## src/rtl/tga_rle_pkg.sv

```systemverilog
`timescale 1ns / 1ps
`default_nettype none
package tga_rle_pkg;

	localparam int PIXEL_COUNT_BITS_DEF = 32;
	localparam int CFG_DATA_W = 32;
	localparam int CFG_INDEX_W = 1;

	localparam logic [CFG_INDEX_W-1:0] CFG_FOUR_BYTES_PER_PIXEL = 1'd0;
	localparam logic [CFG_INDEX_W-1:0] CFG_TOTAL_PIXELS = 1'd1;

	localparam logic STATUS_OK = 1'b0;
	localparam logic STATUS_OVERFLOW = 1'b1;

	// pixel request handed from the parser to the counter
	typedef struct packed {
		logic [7:0] red;
		logic [7:0] green;
		logic [7:0] blue;
		logic [7:0] alpha;
		logic [7:0] count;
		logic       packet_end;
	} pix_cmd_t;

	typedef struct packed {
		logic [7:0] red;
		logic [7:0] green;
		logic [7:0] blue;
		logic [7:0] alpha;
		logic [7:0] repeat_count;
		logic       image_done;
		logic       status;
	} pix_res_t;

	localparam int CMD_W = $bits(pix_cmd_t);
	localparam int RES_W = $bits(pix_res_t);

endpackage
`default_nettype wire

```

## src/rtl/tga_rle_fifo.sv

```systemverilog
`timescale 1ns / 1ps
`default_nettype none
module tga_rle_fifo #(
	parameter int WIDTH = 8,
	parameter int DEPTH = 2
) (
	input  wire logic             clk,
	input  wire logic             arst_n,
	input  wire logic             push,
	input  wire logic [WIDTH-1:0] din,
	output logic                  full,
	input  wire logic             pop,
	output logic      [WIDTH-1:0] dout,
	output logic                  empty
);
	localparam int PTR_W = (DEPTH > 1) ? $clog2(DEPTH) : 1;
	localparam int CNT_W = $clog2(DEPTH + 1);
	localparam logic [PTR_W-1:0] LAST_PTR = PTR_W'(DEPTH - 1);
	localparam logic [CNT_W-1:0] FULL_CNT = CNT_W'(DEPTH);

	logic [WIDTH-1:0] mem_q [DEPTH];
	logic [PTR_W-1:0] wr_ptr_q;
	logic [PTR_W-1:0] rd_ptr_q;
	logic [CNT_W-1:0] count_q;
	logic             do_push;
	logic             do_pop;

	assign full    = (count_q == FULL_CNT);
	assign empty   = (count_q == '0);
	assign do_push = push && !full;
	assign do_pop  = pop && !empty;
	assign dout    = mem_q[rd_ptr_q];

	always_ff @(posedge clk or negedge arst_n) begin
		if (!arst_n) begin
			wr_ptr_q <= '0;
			rd_ptr_q <= '0;
			count_q  <= '0;
		end else begin
			if (do_push) begin
				wr_ptr_q <= (wr_ptr_q == LAST_PTR) ? '0 : wr_ptr_q + 1'b1;
			end
			if (do_pop) begin
				rd_ptr_q <= (rd_ptr_q == LAST_PTR) ? '0 : rd_ptr_q + 1'b1;
			end
			if (do_push && !do_pop) begin
				count_q <= count_q + 1'b1;
			end else if (do_pop && !do_push) begin
				count_q <= count_q - 1'b1;
			end
		end
	end

	always_ff @(posedge clk) begin
		if (do_push) begin
			mem_q[wr_ptr_q] <= din;
		end
	end

endmodule
`default_nettype wire

```

## src/rtl/tga_rle_front.sv

```systemverilog
`timescale 1ns / 1ps
`default_nettype none
module tga_rle_front (
	input  wire logic                  clk,
	input  wire logic                  arst_n,
	input  wire logic                  accept,
	input  wire logic [7:0]            data_byte,
	input  wire logic                  four_bpp,
	output logic                       cmd_push,
	output tga_rle_pkg::pix_cmd_t      cmd
);
	import tga_rle_pkg::*;

	logic       expect_header_q;
	logic       run_q;
	logic [7:0] left_q;
	logic [1:0] idx_q;
	logic [7:0] blue_q;
	logic [7:0] green_q;
	logic [7:0] red_q;

	logic       complete;
	logic [7:0] n;
	logic [7:0] left_next;

	always_comb begin
		complete  = four_bpp ? (idx_q == 2'd3) : (idx_q >= 2'd2);
		n         = run_q ? left_q : 8'd1;
		left_next = left_q - n;

		cmd.red        = (idx_q == 2'd2) ? data_byte : red_q;
		cmd.green      = green_q;
		cmd.blue       = blue_q;
		cmd.alpha      = four_bpp ? data_byte : 8'd0;
		cmd.count      = n;
		cmd.packet_end = (left_next == 8'd0);
	end

	assign cmd_push = accept && !expect_header_q && complete;

	always_ff @(posedge clk or negedge arst_n) begin
		if (!arst_n) begin
			expect_header_q <= 1'b1;
			run_q           <= 1'b0;
			left_q          <= '0;
			idx_q           <= '0;
		end else if (accept) begin
			if (expect_header_q) begin
				// raw: h+1 pixels, run: h-127 pixels, both are low seven bits plus one
				run_q           <= data_byte[7];
				left_q          <= {1'b0, data_byte[6:0]} + 8'd1;
				idx_q           <= '0;
				expect_header_q <= 1'b0;
			end else if (!complete) begin
				idx_q <= idx_q + 2'd1;
			end else begin
				idx_q  <= '0;
				left_q <= left_next;
				if (left_next == 8'd0) begin
					expect_header_q <= 1'b1;
				end
			end
		end
	end

	always_ff @(posedge clk) begin
		if (accept && !expect_header_q) begin
			unique case (idx_q)
				2'd0: blue_q <= data_byte;
				2'd1: green_q <= data_byte;
				2'd2: red_q <= data_byte;
				default: ;
			endcase
		end
	end

endmodule
`default_nettype wire

```

## src/rtl/tga_rle_back.sv

```systemverilog
`timescale 1ns / 1ps
`default_nettype none
module tga_rle_back #(
	parameter int PIXEL_COUNT_BITS = tga_rle_pkg::PIXEL_COUNT_BITS_DEF
) (
	input  wire logic                        clk,
	input  wire logic                        arst_n,
	input  wire logic                        cmd_valid,
	input  wire tga_rle_pkg::pix_cmd_t       cmd,
	output logic                             cmd_pop,
	input  wire logic                        res_full,
	output logic                             res_push,
	output tga_rle_pkg::pix_res_t            res,
	input  wire logic [PIXEL_COUNT_BITS-1:0] total
);
	import tga_rle_pkg::*;

	logic [PIXEL_COUNT_BITS-1:0] written_q;
	logic                        stopped_q;

	logic [PIXEL_COUNT_BITS:0]   sum;
	logic                        overflow;
	logic                        done;

	always_comb begin
		sum      = {1'b0, written_q} + {{(PIXEL_COUNT_BITS + 1 - 8){1'b0}}, cmd.count};
		overflow = (sum > {1'b0, total});
		done     = (sum[PIXEL_COUNT_BITS-1:0] == total);

		if (overflow) begin
			res = '0;
			res.status = STATUS_OVERFLOW;
		end else begin
			res.red          = cmd.red;
			res.green        = cmd.green;
			res.blue         = cmd.blue;
			res.alpha        = cmd.alpha;
			res.repeat_count = cmd.count;
			res.image_done   = done;
			res.status       = STATUS_OK;
		end
	end

	assign cmd_pop  = cmd_valid && !res_full;
	// once stopped, requests are drained and dropped
	assign res_push = cmd_pop && !stopped_q;

	always_ff @(posedge clk or negedge arst_n) begin
		if (!arst_n) begin
			written_q <= '0;
			stopped_q <= 1'b0;
		end else if (res_push) begin
			if (overflow) begin
				stopped_q <= 1'b1;
			end else begin
				written_q <= sum[PIXEL_COUNT_BITS-1:0];
				if (done && cmd.packet_end) begin
					stopped_q <= 1'b1;
				end
			end
		end
	end

endmodule
`default_nettype wire

```

## src/rtl/tga_rle_pixel_decoder.sv

```systemverilog
`timescale 1ns / 1ps
`default_nettype none
// TGA run-length pixel decoder.
// Input queue: data_byte is taken at each clock edge with push high and full low, one
// byte of the packet stream per cycle (header bytes and BGR/BGRA color bytes).
// Result queue: while empty is low the oldest pixel sits on red/green/blue/alpha,
// repeat_count, image_done and status; it leaves at an edge with pop high.
// Configuration: cfg_wr_en writes cfg_data to register cfg_index (0 = four bytes per
// pixel, 1 = total pixels) at once; write only while no request is in flight.
// Path: the parser pushes a pixel request into a two-entry queue as the byte that
// completes its pixel is taken; the counter takes it once the result queue has room
// and loads a two-entry result queue. The count add and compare are combinational.
// Throughput: one byte per cycle while full is low.
// Reset clears both queues, the parser state and the pixel count; registers return
// to 24-bit pixels and a total of one. After completion or overflow the block keeps
// taking bytes and drops them until the next reset.
// When pop stays low the result queue fills, then the request queue, then full rises.
module tga_rle_pixel_decoder #(
	parameter int PIXEL_COUNT_BITS = tga_rle_pkg::PIXEL_COUNT_BITS_DEF
) (
	input  wire logic                               clk,
	input  wire logic                               arst_n,
	input  wire logic                               push,
	output logic                                    full,
	input  wire logic [7:0]                         data_byte,
	output logic                                    empty,
	input  wire logic                               pop,
	output logic [7:0]                              red,
	output logic [7:0]                              green,
	output logic [7:0]                              blue,
	output logic [7:0]                              alpha,
	output logic [7:0]                              repeat_count,
	output logic                                    image_done,
	output logic                                    status,
	input  wire logic                               cfg_wr_en,
	input  wire logic [tga_rle_pkg::CFG_INDEX_W-1:0] cfg_index,
	input  wire logic [tga_rle_pkg::CFG_DATA_W-1:0]  cfg_data
);
	import tga_rle_pkg::*;

	logic                        four_bpp_q;
	logic [PIXEL_COUNT_BITS-1:0] total_q;

	logic             accept;
	logic             cmd_push;
	pix_cmd_t         cmd_in;
	logic [CMD_W-1:0] cmd_out_raw;
	pix_cmd_t         cmd_out;
	logic             cmd_empty;
	logic             cmd_pop;
	logic             res_push;
	pix_res_t         res_in;
	logic             res_full;
	logic [RES_W-1:0] res_out_raw;
	pix_res_t         res_out;

	always_ff @(posedge clk or negedge arst_n) begin
		if (!arst_n) begin
			four_bpp_q <= 1'b0;
			total_q    <= PIXEL_COUNT_BITS'(1);
		end else if (cfg_wr_en) begin
			unique case (cfg_index)
				CFG_FOUR_BYTES_PER_PIXEL: four_bpp_q <= cfg_data[0];
				CFG_TOTAL_PIXELS: total_q <= cfg_data[PIXEL_COUNT_BITS-1:0];
				default: ;
			endcase
		end
	end

	assign accept = push && !full;

	tga_rle_front u_front (
		.clk       (clk),
		.arst_n    (arst_n),
		.accept    (accept),
		.data_byte (data_byte),
		.four_bpp  (four_bpp_q),
		.cmd_push  (cmd_push),
		.cmd       (cmd_in)
	);

	tga_rle_fifo #(
		.WIDTH (CMD_W),
		.DEPTH (2)
	) u_cmd_fifo (
		.clk    (clk),
		.arst_n (arst_n),
		.push   (cmd_push),
		.din    (cmd_in),
		.full   (full),
		.pop    (cmd_pop),
		.dout   (cmd_out_raw),
		.empty  (cmd_empty)
	);

	assign cmd_out = pix_cmd_t'(cmd_out_raw);

	tga_rle_back #(
		.PIXEL_COUNT_BITS (PIXEL_COUNT_BITS)
	) u_back (
		.clk       (clk),
		.arst_n    (arst_n),
		.cmd_valid (!cmd_empty),
		.cmd       (cmd_out),
		.cmd_pop   (cmd_pop),
		.res_full  (res_full),
		.res_push  (res_push),
		.res       (res_in),
		.total     (total_q)
	);

	tga_rle_fifo #(
		.WIDTH (RES_W),
		.DEPTH (2)
	) u_res_fifo (
		.clk    (clk),
		.arst_n (arst_n),
		.push   (res_push),
		.din    (res_in),
		.full   (res_full),
		.pop    (pop),
		.dout   (res_out_raw),
		.empty  (empty)
	);

	assign res_out      = pix_res_t'(res_out_raw);
	assign red          = res_out.red;
	assign green        = res_out.green;
	assign blue         = res_out.blue;
	assign alpha        = res_out.alpha;
	assign repeat_count = res_out.repeat_count;
	assign image_done   = res_out.image_done;
	assign status       = res_out.status;

endmodule
`default_nettype wire

```

## config.mk

```make
export PLATFORM = sky130hd
export DESIGN_NAME = tga_rle_pixel_decoder
export DESIGN_NICKNAME = d
export VERILOG_FILES = /design/src/rtl/tga_rle_pkg.sv /design/src/rtl/tga_rle_fifo.sv /design/src/rtl/tga_rle_front.sv /design/src/rtl/tga_rle_back.sv /design/src/rtl/tga_rle_pixel_decoder.sv
export SDC_FILE = /design/constraint.sdc
export NUM_CORES = 1
export LEC_CHECK = 0
export BUFFER_PORTS_ARGS = -buffer_cell sky130_fd_sc_hd__clkbuf_2
export CORE_ASPECT_RATIO = 2
export CORE_MARGIN = 1.5
export CORE_UTILIZATION = 59
export CTS_CLUSTER_DIAMETER = 200
export CTS_CLUSTER_SIZE = 10
export DETAILED_ROUTE_END_ITERATION = 10
export PLACE_DENSITY = 0.89
export SLEW_MARGIN = 10
export SYNTH_ARGS = -nofsm -noshare
export SYNTH_HDL_FRONTEND = slang
export SYNTH_SLANG_ARGS = --single-unit
export TNS_END_PERCENT = 10
```

## constraint.sdc

```tcl
create_clock -name clk -period 7.5 [get_ports clk]
set_clock_uncertainty 0.15 [all_clocks]
set_input_delay 0.375 -clock clk [delete_from_list [all_inputs] [get_ports clk]]
set_output_delay 0.375 -clock clk [all_outputs]
set_load 0.02 [all_outputs]
```

==> flow_summary.toml <==
[yosys]
synth.area.top_cells = "edfxtp_1, dfrtp_1, mux2_2, ha_1, xnor2_1"
syn_area_per_cell_um2 = 13.8
ys_seq_elements = 276
async_flop_share_pct = 31.2
syn-num-nets = 1001
syn-cell-area_mm2 = 0.0125
yosysTopAreaCellShare_pct = 45.6
yosys.cell_count.top_type = "edfxtp_1"
synth.yosys.warnings = 0
synth_cell_types = 55
ys_seq_area_share_pct = 62.9
syn_inst = 905
synth_common_cells = "edfxtp_1, mux2_2, nor2_1"
synth_edf_count = 190
ys.flop_type = "edfxtp_1"
synth_area_leader_cell = "edfxtp_1"

[timing]
period_share_pct = 83.7
hold_viol_final = 0
setup_viol = 0
tightest_slew_ns = 1.13
min_period_ns = 6.27
tns_ns = 0
rsz0062_at_grt = "false"
holdWs_ns = 0.0350
relSlewSlack_pct = 24.3
fmax_mhz = 159
drv_slew = 0

[placed_design]
io_buffers = 89
routabilityCongestion = 0.932
dpl.hpwl_mm = 17.5

[die]
die_y_um = 209
dieArea_mm2 = 0.0221
initial_core_util_pct = 59.7
pin_count = 90
core_mm2 = 0.0209
die_w_um = 106
fp-row-count = 75

[critical_path]
reg2regPathDepth = 18
r2r-start = "u_cmd_fifo.rd_ptr_q"
critPathLaunchType = "flop"
path_class = "reg -> reg"
crit_fanout = 18
max_stage_delay_ns = 0.79
arrival_ns = 6.56
worst_setup_path_end_kind = "flop"
cp.required_ns = 7.78
crit_buf_inv = 0
cp_cell_sequence = "mux2_2, ha_1, fa_1, a211oi_1, o21ai_0, o31ai_2, nor3_1, nand2_1, nor2_1, xor2_1, ha_1, nand4_1, or4_4, nor4b_2, and2_1, a41o_2, and3_1, mux2_2"
startpoint = "u_cmd_fifo.rd_ptr_q"
critical_path.endpoint = "u_back.written_q[3]"
critical_path.top_delay_family = "simple AND/OR/NAND/NOR gates"
rrSetupSlack_ns = 1.23
path_depth = 18
reg2reg_to = "u_back.written_q[3]"
slowest_stage = "and3_1"

[cts]
cts_buffers = 31
cts-root-buf = "clkbuf_16"
cts_sinks = 276
cts_tree = "built"
ctsLongestPathBuffers = 3
clkLatencyLatePin_ns = 0.56
cts.repair.resized = 0
post_cts_buffers = 0
cts_max_level = 1
clkTransAtPathRegs_ns = 0.06

[cells_and_area]
fin_nets = 1135
drive_gt1_share_pct = 23.5
multi_input_area_mm2 = 0.00436
regArea_mm2 = 0.00786
nFillCells = 1373
antennaDiodeCount = 0
syn2layout_area_growth_pct = 15.9
final_util_pct = 69.2

[global_routing]
grt_usage_pct = 24.6
grt_remaining_overflow = 0
grt_pass1_wl_mm = 41.8
grt_max_degree = 75
grt_pass1_vias = 8129
antenna_found_initial = 0

[power_and_ir_drop]
powerDensity_mw_per_mm2 = 408
p_leak_nw = 5.92
clockPowerShare_pct = 23.2
seqPwrFrac_pct = 41.7
p_sw_mw = 2.06
combPwrFrac_pct = 35.2
swShare_pct = 34.8
intPower_mw = 3.85
irDropWorstVdd_mv = 0.283

[detailed_routing]
routed_wirelength_mm = 26.0
drt-initial-drc-count = 324
vias_per_cell = 5.70
ant_nets = 0
drt-pass1-iter-count = 5
vias = 7592
wire_per_inst_um = 19.5
drc_errors = 0

[worst_hold_path]
holdCritPathClass = "in -> reg"

[run_status]
status = "completed"

[run]
drv_cap = 0
[state kept, by name, summed over array words and instances, names as in the netlist, 8 cells and up]
name	cells
u_front.red_q	8
u_back.written_q	32
u_front.green_q	8
total_q	32
u_front.blue_q	8
u_res_fifo.mem_q	84
u_cmd_fifo.mem_q	82
u_front.left_q	8
[worst reg2reg max path, stage by stage, from the launching register on]
cell and delay, ns:
dfrtp_2 0.52, mux2_2 0.39, ha_1 0.23, fa_1 0.43
a211oi_1 0.21, o21ai_0 0.21, o31ai_2 0.44, nor3_1 0.18
nand2_1 0.16, nor2_1 0.08, xor2_1 0.15, ha_1 0.30
nand4_1 0.15, or4_4 0.61, nor4b_2 0.34, and2_1 0.18
a41o_2 0.21, and3_1 0.79, mux2_2 0.43
[worst min path at each step]
stage / startpoint / end / slack (ns) / cells after the start
2_1_floorplan: arst_n / four_bpp_q / -0.07 / 0
3_3_place_gp: arst_n / total_q[9] / 0.07 / 1
3_5_place_dp: arst_n / total_q[2] / 0.08 / 1
4_1_cts: data_byte[6] / u_front.green_q[6] / 0.003 / 1
5_1_grt: data_byte[6] / u_front.green_q[6] / 0.02 / 1
6_report: data_byte[6] / u_front.green_q[6] / 0.03 / 1
[stage by stage]
stage	power [mW]	cells	setup slack [ns]	cell area (um^2)
after detailed placement	4.53	1238	1.26	13200
after CTS	5.94	1333	1.26	14500
after floorplan	3.94	905	1.75	12500
final	5.90	1333	1.23	14500
after global routing	6.23	1333	0.810	14500
after global placement	4.40	1238	1.44	13200
[power groups by stage]
| stage | Combinational [mW] | Clock [mW] | Sequential, mW |
|---|---|---|---|
| finish | 2.08 | 1.37 | 2.46 |
| CTS | 2.09 | 1.39 | 2.46 |
| floorplan | 1.58 | 0 | 2.36 |
| global route | 2.27 | 1.45 | 2.51 |
| global placement | 1.96 | 0 | 2.44 |
| detailed placement | 2.05 | 0 | 2.48 |
[area by class of cell]
class	instances	area share [%]
Clock buffer	56	6.00
Clock inverter	2	0.268
Inverter	40	1.04
Multi-Input combinational cell	557	30.1
Sequential cell	276	54.3
Tap cell	269	2.32
Timing Repair Buffer	133	6.01
[logic make-up after synthesis]
group	Yosys count	share of synthesized area (%)
AOI/OAI and AO/OA	72	3.70
xor gates and xnor gates	70	5.02
adders and majority gates	50	5.06
buffers and inverters	72	2.38
DFF	276	62.9
muxes	134	11.7
and+or+nand+nor	231	9.22
[layout by cell type (no fill, tap or decap), types with 13 or more instances in the layout]
cell	instances
inv_1	40
and2_1	19
dfrtp_1	82
nor3_1	13
mux2_2	100
mux2i_1	34
clkbuf_1	25
a21oi_1	17
clkbuf_16	31
dlygate4sd3_1	37
ha_1	49
nand2_1	37
xor2_1	29
nand3_1	22
nor2_1	87
edfxtp_1	190
clkbuf_2	88
xnor2_1	39
o21ai_0	23
[routing by layer]
layer | GRT usage, % | routed length [um] | share of wire, % | vias to the layer above
met4 | 13.0 | 1250 | 4.8 | 0
met2 | 48.3 | 15200 | 58 | 254
met3 | 3.15 | 1070 | 4.1 | 81
met5 | 0 | 0 | 0 | -
li1 | - | - | - | 3534
met1 | 24.1 | 8480 | 33 | 3723
[what timing repair did]
item / CTS / global route
hold buffers: 37 / 0
endpoints found under the hold margin: 53 / 0
setup endpoints to repair: 0 / 0
No activity file was read; power rests on OpenSTA's default activity.
